[config.mk]
export PLATFORM = sky130hd
export DESIGN_NAME = contiguous_first_fit_allocator
export DESIGN_NICKNAME = d
export VERILOG_FILES = /design/src/hw/rtl/cffa_pkg.sv /design/src/hw/rtl/cffa_engine.sv /design/src/hw/rtl/contiguous_first_fit_allocator.sv
export SDC_FILE = /design/constraint.sdc
export NUM_CORES = 1
export LEC_CHECK = 0
export BUFFER_PORTS_ARGS = -buffer_cell sky130_fd_sc_hd__clkbuf_2
export CORE_MARGIN = 2
export CORE_UTILIZATION = 58
export CTS_BUF_LIST = sky130_fd_sc_hd__clkbuf_16
export DETAILED_ROUTE_END_ITERATION = 8
export HOLD_SLACK_MARGIN = 0.08
export MAX_ROUTING_LAYER = met4
export PLACE_DENSITY = 0.75
export RECOVER_POWER = 25
export SYNTH_ARGS = -nofsm -noshare
export SYNTH_HDL_FRONTEND = slang
export SYNTH_SLANG_ARGS = --single-unit
[constraint.sdc]
create_clock -name clk -period 7 [get_ports clk]
set_input_delay 0.35 -clock clk [delete_from_list [all_inputs] [get_ports clk]]
set_output_delay 0.35 -clock clk [all_outputs]
set_load 0.02 [all_outputs]
[src/hw/rtl/cffa_pkg.sv]
package cffa_pkg;

    // Widths fixed by the request and result word layouts.
    localparam int CNT_W    = 9;
    localparam int START_W  = 8;
    localparam int STATUS_W = 2;

    // Result status codes.
    localparam logic [STATUS_W-1:0] ST_DONE    = 2'd0;
    localparam logic [STATUS_W-1:0] ST_NOSPACE = 2'd1;
    localparam logic [STATUS_W-1:0] ST_BAD     = 2'd2;

    // Request kinds.
    localparam logic CMD_ALLOC = 1'b0;
    localparam logic CMD_FREE  = 1'b1;

    // Sequencer states of the allocation engine.
    typedef enum logic [2:0] {
        ENG_CLEAR,
        ENG_IDLE,
        ENG_SCAN,
        ENG_MARK,
        ENG_FREE,
        ENG_REPORT
    } eng_state_t;

    // One result word handed from the engine to the output register.
    typedef struct packed {
        logic [STATUS_W-1:0] status;
        logic [START_W-1:0]  start_block;
        logic [CNT_W-1:0]    free_count;
    } res_t;

endpackage

[src/hw/rtl/cffa_engine.sv]
module cffa_engine #(
    parameter int MAX_BLOCKS = 256
) (
    input  logic                          clk,
    input  logic                          rst_n,
    // Configuration: restart the clearing pass with a new free count.
    input  logic                          cfg_we,
    input  logic [cffa_pkg::CNT_W-1:0]    cfg_count,
    // Effective number of usable blocks.
    input  logic [cffa_pkg::CNT_W-1:0]    blk_count,
    // Request side.
    input  logic                          req_valid,
    output logic                          req_ready,
    input  logic                          req_cmd,
    input  logic [cffa_pkg::CNT_W-1:0]    req_len,
    input  logic [cffa_pkg::START_W-1:0]  req_first,
    // Result side.
    output logic                          res_valid,
    input  logic                          res_ready,
    output cffa_pkg::res_t                res
);
    import cffa_pkg::*;

    localparam int AW       = $clog2(MAX_BLOCKS);
    localparam int CAP_CLIP = (MAX_BLOCKS > 256) ? 256 : MAX_BLOCKS;

    // Block free map: one bit per block, 1 means free.
    logic mem [MAX_BLOCKS];

    eng_state_t           state_reg, state_next;
    logic [AW-1:0]        clr_ptr_reg, clr_ptr_next;
    logic [CNT_W-1:0]     ptr_reg, ptr_next;
    logic [CNT_W-1:0]     eval_reg, eval_next;
    logic [CNT_W-1:0]     run_reg, run_next;
    logic [CNT_W-1:0]     len_reg, len_next;
    logic [CNT_W-1:0]     left_reg, left_next;
    logic [CNT_W-1:0]     free_reg, free_next;
    logic [START_W-1:0]   start_reg, start_next;
    logic [STATUS_W-1:0]  status_reg, status_next;
    logic                 rd_valid_reg, rd_valid_next;
    logic                 rd_bit_reg;

    logic                 mem_we;
    logic                 mem_wbit;
    logic [AW-1:0]        mem_addr;

    logic                 alloc_reject;
    logic                 free_reject;
    logic                 iss_lt_n;
    logic                 hit;
    logic                 scan_miss;
    logic                 free_end;
    logic                 clr_last;
    logic [CNT_W-1:0]     start_calc;
    logic [CNT_W:0]       free_end_pos;

    // Request checks made on acceptance.
    assign free_end_pos = {2'b00, req_first} + {1'b0, req_len};
    assign alloc_reject = (req_len == '0) || (req_len > free_reg) || (req_len > blk_count);
    assign free_reject  = (req_len == '0) || (free_end_pos > {1'b0, blk_count});

    // Scan conditions: a hit closes a run of free blocks of the asked length.
    assign iss_lt_n   = ptr_reg < blk_count;
    assign hit        = rd_valid_reg && rd_bit_reg && ((run_reg + CNT_W'(1)) == len_reg);
    assign scan_miss  = !rd_valid_reg && !iss_lt_n;
    assign start_calc = eval_reg - len_reg + CNT_W'(1);
    assign free_end   = !rd_valid_reg && (left_reg == '0);
    assign clr_last   = clr_ptr_reg == AW'(MAX_BLOCKS - 1);

    assign mem_addr = (state_reg == ENG_CLEAR) ? clr_ptr_reg : AW'(ptr_reg);

    // Next state.
    always_comb
    begin
        state_next = state_reg;
        case (state_reg)
            ENG_CLEAR:
            begin
                if (clr_last)
                begin
                    state_next = ENG_IDLE;
                end
            end
            ENG_IDLE:
            begin
                if (req_valid)
                begin
                    if (req_cmd == CMD_FREE)
                    begin
                        state_next = free_reject ? ENG_REPORT : ENG_FREE;
                    end
                    else
                    begin
                        state_next = alloc_reject ? ENG_REPORT : ENG_SCAN;
                    end
                end
            end
            ENG_SCAN:
            begin
                if (hit)
                begin
                    state_next = ENG_MARK;
                end
                else if (scan_miss)
                begin
                    state_next = ENG_REPORT;
                end
            end
            ENG_MARK:
            begin
                if (left_reg == CNT_W'(1))
                begin
                    state_next = ENG_REPORT;
                end
            end
            ENG_FREE:
            begin
                if (free_end)
                begin
                    state_next = ENG_REPORT;
                end
            end
            ENG_REPORT:
            begin
                if (res_ready)
                begin
                    state_next = ENG_IDLE;
                end
            end
            default:
            begin
                state_next = ENG_CLEAR;
            end
        endcase
        if (cfg_we)
        begin
            state_next = ENG_CLEAR;
        end
    end

    // Datapath and memory controls.
    always_comb
    begin
        clr_ptr_next  = clr_ptr_reg;
        ptr_next      = ptr_reg;
        eval_next     = eval_reg;
        run_next      = run_reg;
        len_next      = len_reg;
        left_next     = left_reg;
        free_next     = free_reg;
        start_next    = start_reg;
        status_next   = status_reg;
        rd_valid_next = 1'b0;
        mem_we        = 1'b0;
        mem_wbit      = 1'b0;
        case (state_reg)
            ENG_CLEAR:
            begin
                mem_we       = 1'b1;
                mem_wbit     = 1'b1;
                clr_ptr_next = clr_ptr_reg + AW'(1);
            end
            ENG_IDLE:
            begin
                if (req_valid)
                begin
                    len_next    = req_len;
                    left_next   = req_len;
                    run_next    = '0;
                    start_next  = '0;
                    status_next = ST_DONE;
                    if (req_cmd == CMD_FREE)
                    begin
                        ptr_next = {1'b0, req_first};
                        if (free_reject)
                        begin
                            status_next = ST_BAD;
                        end
                    end
                    else
                    begin
                        ptr_next = '0;
                        if (req_len == '0)
                        begin
                            status_next = ST_BAD;
                        end
                        else if (alloc_reject)
                        begin
                            status_next = ST_NOSPACE;
                        end
                    end
                end
            end
            ENG_SCAN:
            begin
                // Issue the next read while the previous bit is evaluated.
                if (iss_lt_n)
                begin
                    ptr_next      = ptr_reg + CNT_W'(1);
                    rd_valid_next = 1'b1;
                    eval_next     = ptr_reg;
                end
                if (rd_valid_reg)
                begin
                    run_next = rd_bit_reg ? (run_reg + CNT_W'(1)) : '0;
                end
                if (hit)
                begin
                    ptr_next    = start_calc;
                    left_next   = len_reg;
                    free_next   = free_reg - len_reg;
                    start_next  = start_calc[START_W-1:0];
                    status_next = ST_DONE;
                end
                else if (scan_miss)
                begin
                    status_next = ST_NOSPACE;
                end
            end
            ENG_MARK:
            begin
                mem_we    = 1'b1;
                mem_wbit  = 1'b0;
                ptr_next  = ptr_reg + CNT_W'(1);
                left_next = left_reg - CNT_W'(1);
            end
            ENG_FREE:
            begin
                // Write free and read the old bit at the same address.
                if (left_reg != '0)
                begin
                    mem_we        = 1'b1;
                    mem_wbit      = 1'b1;
                    rd_valid_next = 1'b1;
                    ptr_next      = ptr_reg + CNT_W'(1);
                    left_next     = left_reg - CNT_W'(1);
                end
                if (rd_valid_reg && !rd_bit_reg)
                begin
                    free_next = free_reg + CNT_W'(1);
                end
            end
            ENG_REPORT:
            begin
                status_next = status_reg;
            end
            default:
            begin
                status_next = status_reg;
            end
        endcase
        if (cfg_we)
        begin
            clr_ptr_next = '0;
            free_next    = cfg_count;
        end
    end

    // Control registers.
    always_ff @(posedge clk or negedge rst_n)
    begin
        if (!rst_n)
        begin
            state_reg    <= ENG_CLEAR;
            clr_ptr_reg  <= '0;
            rd_valid_reg <= 1'b0;
            free_reg     <= CNT_W'(CAP_CLIP);
        end
        else
        begin
            state_reg    <= state_next;
            clr_ptr_reg  <= clr_ptr_next;
            rd_valid_reg <= rd_valid_next;
            free_reg     <= free_next;
        end
    end

    // Working registers of the current request.
    always_ff @(posedge clk)
    begin
        ptr_reg    <= ptr_next;
        eval_reg   <= eval_next;
        run_reg    <= run_next;
        len_reg    <= len_next;
        left_reg   <= left_next;
        start_reg  <= start_next;
        status_reg <= status_next;
    end

    // Free map memory with a registered read.
    always_ff @(posedge clk)
    begin
        if (mem_we)
        begin
            mem[mem_addr] <= mem_wbit;
        end
        rd_bit_reg <= mem[mem_addr];
    end

    assign req_ready       = state_reg == ENG_IDLE;
    assign res_valid       = state_reg == ENG_REPORT;
    assign res.status      = status_reg;
    assign res.start_block = start_reg;
    assign res.free_count  = free_reg;

endmodule

[src/hw/rtl/contiguous_first_fit_allocator.sv]
// First-fit contiguous block allocator.
// Requests arrive on the s_axis stream: s_axis_tuser selects allocate (0) or free (1),
// s_axis_tdata carries the run length and, for a free, the first block of the run.
// Each request gives one result word on m_axis: status in m_axis_tuser, start block
// and remaining free count in m_axis_tdata.
// An allocate scans the free map one block per cycle through a single memory port,
// then writes the chosen run one block per cycle. One request is in work at a time,
// and the next one can be taken in the cycle after the result leaves the engine.
// The result sits in an output register, so the next request is taken while a
// finished word waits; a stalled receiver holds that word and, once a second
// result is ready, holds the engine too.
// After reset, and after every write of block_count, a clearing pass marks all
// MAX_BLOCKS blocks free, one per cycle; s_axis_tready stays low meanwhile.
// block_count resets to 256 and is clipped to MAX_BLOCKS, but never above 256.
module contiguous_first_fit_allocator #(
    parameter int MAX_BLOCKS = 256
) (
    input  logic        clk,
    input  logic        rst_n,
    // Configuration write of block_count.
    input  logic        cfg_we,
    input  logic [8:0]  cfg_wdata,
    // Request stream.
    input  logic        s_axis_tvalid,
    output logic        s_axis_tready,
    input  logic [23:0] s_axis_tdata,   // run_length[8:0], run_start[16:9], zero[23:17]
    input  logic        s_axis_tuser,   // cmd[0]
    // Result stream.
    output logic        m_axis_tvalid,
    input  logic        m_axis_tready,
    output logic [23:0] m_axis_tdata,   // start_block[7:0], free_count[16:8], zero[23:17]
    output logic [1:0]  m_axis_tuser    // status[1:0]
);
    import cffa_pkg::*;

    localparam int CAP_CLIP = (MAX_BLOCKS > 256) ? 256 : MAX_BLOCKS;

    logic [CNT_W-1:0] block_count_reg;
    logic [CNT_W-1:0] blk_count;
    logic [CNT_W-1:0] cfg_count;
    logic             out_valid_reg, out_valid_next;
    res_t             out_res_reg;
    logic             res_valid;
    logic             res_ready;
    res_t             res;

    // Block count clipped to the built capacity.
    assign blk_count = (block_count_reg > CNT_W'(CAP_CLIP)) ? CNT_W'(CAP_CLIP) : block_count_reg;
    assign cfg_count = (cfg_wdata > CNT_W'(CAP_CLIP)) ? CNT_W'(CAP_CLIP) : cfg_wdata;

    // Configuration register.
    always_ff @(posedge clk or negedge rst_n)
    begin
        if (!rst_n)
        begin
            block_count_reg <= CNT_W'(256);
        end
        else if (cfg_we)
        begin
            block_count_reg <= cfg_wdata;
        end
    end

    cffa_engine #(
        .MAX_BLOCKS (MAX_BLOCKS)
    ) u_engine (
        .clk       (clk),
        .rst_n     (rst_n),
        .cfg_we    (cfg_we),
        .cfg_count (cfg_count),
        .blk_count (blk_count),
        .req_valid (s_axis_tvalid),
        .req_ready (s_axis_tready),
        .req_cmd   (s_axis_tuser),
        .req_len   (s_axis_tdata[8:0]),
        .req_first (s_axis_tdata[16:9]),
        .res_valid (res_valid),
        .res_ready (res_ready),
        .res       (res)
    );

    // Output register: load when empty or being drained.
    assign res_ready      = !out_valid_reg || m_axis_tready;
    assign out_valid_next = (res_valid && res_ready) || (out_valid_reg && !m_axis_tready);

    always_ff @(posedge clk or negedge rst_n)
    begin
        if (!rst_n)
        begin
            out_valid_reg <= 1'b0;
        end
        else
        begin
            out_valid_reg <= out_valid_next;
        end
    end

    always_ff @(posedge clk)
    begin
        if (res_valid && res_ready)
        begin
            out_res_reg <= res;
        end
    end

    assign m_axis_tvalid = out_valid_reg;
    assign m_axis_tuser  = out_res_reg.status;
    assign m_axis_tdata  = {7'b0, out_res_reg.free_count, out_res_reg.start_block};

    // A request keeps the engine busy for at least the next cycle.
    assert property (@(posedge clk) disable iff (!rst_n)
        (s_axis_tvalid && s_axis_tready) |=> !s_axis_tready)
        else $error("request accepted on back-to-back cycles");

    // A configuration write starts the clearing pass.
    assert property (@(posedge clk) disable iff (!rst_n)
        cfg_we |=> !s_axis_tready)
        else $error("request port open right after configuration write");

    // Only a successful request reports a start block.
    assert property (@(posedge clk) disable iff (!rst_n)
        (m_axis_tvalid && (m_axis_tuser != ST_DONE)) |-> (m_axis_tdata[7:0] == 8'd0))
        else $error("start block set on a refused request");

endmodule

==> results.json <==
{
  "hold_start": "cfg_wdata[8]",
  "num_antenna_cells": 0,
  "ios": 67,
  "die_h_um": 184.8,
  "antenna_found_initial": 0,
  "rsz0062_at_grt": "false",
  "post-route-period-util_pct": 76.46,
  "grt_pass1_wl_mm": 75.27,
  "dpl_worst_slack_ns": 2.580,
  "setup-tns-final_ns": 0,
  "r2r_slack_ns": 1.65,
  "cp-start-kind": "flip-flop",
  "route.detailed.drc": 0,
  "post-cts-setup-buffers": 0,
  "die_w_um": 184.8,
  "dr_total_vias": 13850,
  "ys_seq_elements": 362,
  "synth-seq-area-share_pct": 56.49,
  "numCtsBuffers": 39,
  "die-area_mm2": 0.03414,
  "synth_flop_cell": "edfxtp_1",
  "finalSetupViolCount": 0,
  "final_common_cell": "edfxtp_1",
  "synth-edff-count": 330,
  "layout_common_cells": "edfxtp_1 (330), nor2_1 (323), nand2_1 (160)",
  "synthToLayoutAreaGrowth_pct": 9.023,
  "whs_path_depth": 3,
  "rows": 66,
  "p_per_area_mw_per_mm2": 384.9,
  "synth-async-reset-ratio_pct": 8.564,
  "cts_resized": 0,
  "power_leakage_uw": 0.007127,
  "relSlewSlack_pct": -127.5,
  "grt_overflow": 0,
  "grt_max_degree": 116,
  "cts_hold_buf": 11,
  "largest_register": "u_engine.mem",
  "setup.worst_path.class": "flip-flop to flip-flop",
  "slowest_stage": "nand2_1",
  "clk-insertion-delay-late_ns": 0.58,
  "r2r_end": "u_engine.mem[170]$_DFFE_PP_",
  "cp_slowest_stage_delay_ns": 2.53,
  "cts_max_level": 2,
  "dp_hpwl_mm": 30.94,
  "ir_drop_mv": 0.2471,
  "drive_gt1_share_pct": 8.286,
  "slew_viol_final": 148,
  "finalHoldViolations": 0,
  "syn_inst": 1709,
  "largest_register_ffs": 256,
  "reg2reg_from": "u_engine.state_reg[2]$_DFFE_PN0P_",
  "failed_checks": "capacitance limit, slew limit",
  "ys_types": 88,
  "hold-path-endpoint": "block_count_reg[8]$_DFFE_PN1P_",
  "core_mm2": 0.03237,
  "outcome": "complete, but fails checks",
  "cts_buffer_depth": 3,
  "firstDrtPassIters": 6,
  "drtIter0Drc": 1569,
  "fmax_mhz": 186.8,
  "groute.usage.overall_pct": 30.03,
  "initial_core_util_pct": 58.56,
  "first_global_vias": 13410,
  "cap_violations": 2,
  "worstRegToRegCells": 3,
  "fillCellCount": 2528,
  "syn_area_mm2": 0.01896,
  "worstMarginPinSlew_ns": 3.404,
  "nets": 1834,
  "clock_skew_ns": 0.02834,
  "gp_congestion": 0.9314,
  "cts_tree": "yes",
  "hold_class": "input port to flip-flop",
  "cts-root-buf": "clkbuf_16",
  "wl_per_cell_um": 22.22,
  "wirelength_mm": 48.70,
  "multi_input_area_mm2": 0.007511,
  "crit_chain": "or3_1, nand2_1, buf_4",
  "worst_slack_ns": 1.648,
  "ff_latch_area_mm2": 0.01071,
  "drtAntennaViolNets": 0,
  "postSynthAreaPerCell_um2": 11.09,
  "numPortBuffers": 52,
  "viasPerCell": 6.318,
  "clkTransAtPathRegs_ns": 0.06,
  "clock-sinks": 362,
  "fin_crit_ns": 5.352,
  "ys_warn_count": 0,
  "path_max_fanout": 115,
  "required_ns": 7.27,
  "critPathArrivalTime_ns": 5.62,
  "end_kind": "flip-flop"
}
## layer usage
metal	track usage [%]	part of all wire, %
met4	15.05	4.9
met3	5.407	8.0
met5	-	0
met1	37.25	39
met2	47.73	48
## synth_stat cells (5+ instances only)
| master | instances | area, um^2 |
|---|---|---|
| o21bai_1 | 6 | 45.04 |
| xnor2_1 | 33 | 289.0 |
| edfxtp_1 | 330 | 9910 |
| a22oi_1 | 9 | 67.56 |
| buf_1 | 9 | 33.78 |
| xor2_1 | 26 | 227.7 |
| buf_6 | 6 | 67.56 |
| mux2_2 | 11 | 123.9 |
| inv_1 | 58 | 217.7 |
| nand2b_1 | 12 | 75.07 |
| or3_1 | 8 | 50.05 |
| buf_4 | 15 | 112.6 |
| o21a_1 | 5 | 37.54 |
| a311oi_1 | 19 | 166.4 |
| nor3_1 | 21 | 105.1 |
| a21boi_0 | 7 | 52.55 |
| a211oi_1 | 34 | 255.2 |
| dfrtp_1 | 29 | 725.7 |
| mux4_2 | 15 | 337.8 |
| o22ai_1 | 10 | 62.56 |
| o211ai_1 | 8 | 60.06 |
| ha_1 | 72 | 900.9 |
| a31oi_1 | 20 | 125.1 |
| nor2b_1 | 11 | 68.82 |
| a21o_1 | 11 | 82.58 |
| o21ai_0 | 53 | 265.3 |
| and3_1 | 46 | 287.8 |
| buf_2 | 29 | 145.1 |
| nor2_1 | 325 | 1220 |
| a21oi_1 | 40 | 200.2 |
| o221ai_1 | 11 | 96.34 |
| nand3_1 | 33 | 165.2 |
| nor4_1 | 11 | 68.82 |
| mux2i_1 | 31 | 310.3 |
| nand4_1 | 17 | 106.4 |
| clkbuf_1 | 60 | 225.2 |
| nand2_1 | 160 | 600.6 |
| a41oi_1 | 5 | 43.79 |
| a2111oi_0 | 11 | 96.34 |
## worst max-delay path: cells and delay by family, from the launching register on
| kind | cells | cell delay [ns] |
|---|---|---|
| DFF | 1 | 0.72 |
| and+or+nand+nor | 2 | 3.38 |
| buffers and inverters | 1 | 0.85 |
## stage by stage
step | util (%) | hold WS, ns | instance area [um^2] | power [uW] | cells
2_1_floorplan | - | 0.05441 | 18980 | 5234 | 1715
3_3_place_gp | 59.99 | 0.4028 | 19420 | 5881 | 2110
3_5_place_dp | 59.99 | 0.4045 | 19420 | 5965 | 2110
4_1_cts | 64.03 | 0.1216 | 20730 | 7901 | 2192
5_1_grt | 63.84 | 0.1607 | 20670 | 8324 | 2192
6_report | 63.84 | 0.1596 | 20670 | 7953 | 2192
## logic make-up (layout without fill, tap and decap cells)
family	Yosys count	count (layout)	share of synthesized area, %
compound gates	290	290	10.81
xor+xnor	60	60	2.845
fa+ha+maj	75	75	5.069
buf+inv	179	214	4.271
flops	362	362	56.49
mux	58	58	4.145
other cells	1	7	0.01978
simple gates	684	684	16.36
## report_power, final
group / leakage (uW) / internal (uW) / switching [uW]
logic: 0.00314 / 889 / 2020
clock network: 0.000641 / 1090 / 846
registers: 0.00335 / 2910 / 203
total: 0.00713 / 4890 / 3070
## area by class of cell
class | count | area share (%)
clock inverter | 32 | 1.084
sequential | 362 | 51.81
multi-input combinational | 1174 | 36.34
clock buffer | 39 | 4.722
tap | 442 | 2.676
inverter | 60 | 1.090
timing repair buffer | 83 | 2.270
## how the worst max path moves through the flow
stage | slack (ns) | end | start | depth (start not counted)
finish | 1.65 | u_engine.mem[170]$_DFFE_PP_ | u_engine.state_reg[2]$_DFFE_PN0P_ | 3
global route | 1.22 | u_engine.mem[14]$_DFFE_PP_ | u_engine.state_reg[0]$_DFFE_PN0P_ | 5
CTS | 2.59 | u_engine.rd_bit_reg$_DFF_P_ | u_engine.state_reg[2]$_DFFE_PN0P_ | 9
detailed placement | 2.58 | u_engine.rd_bit_reg$_DFF_P_ | u_engine.state_reg[2]$_DFFE_PN0P_ | 9
global placement | 2.61 | u_engine.rd_bit_reg$_DFF_P_ | u_engine.state_reg[2]$_DFFE_PN0P_ | 9
floorplan | 1.88 | u_engine.mem[0]$_DFFE_PP_ | u_engine.state_reg[1]$_DFFE_PN0P_ | 5
Note: power is estimated with default switching activity, not from simulation.
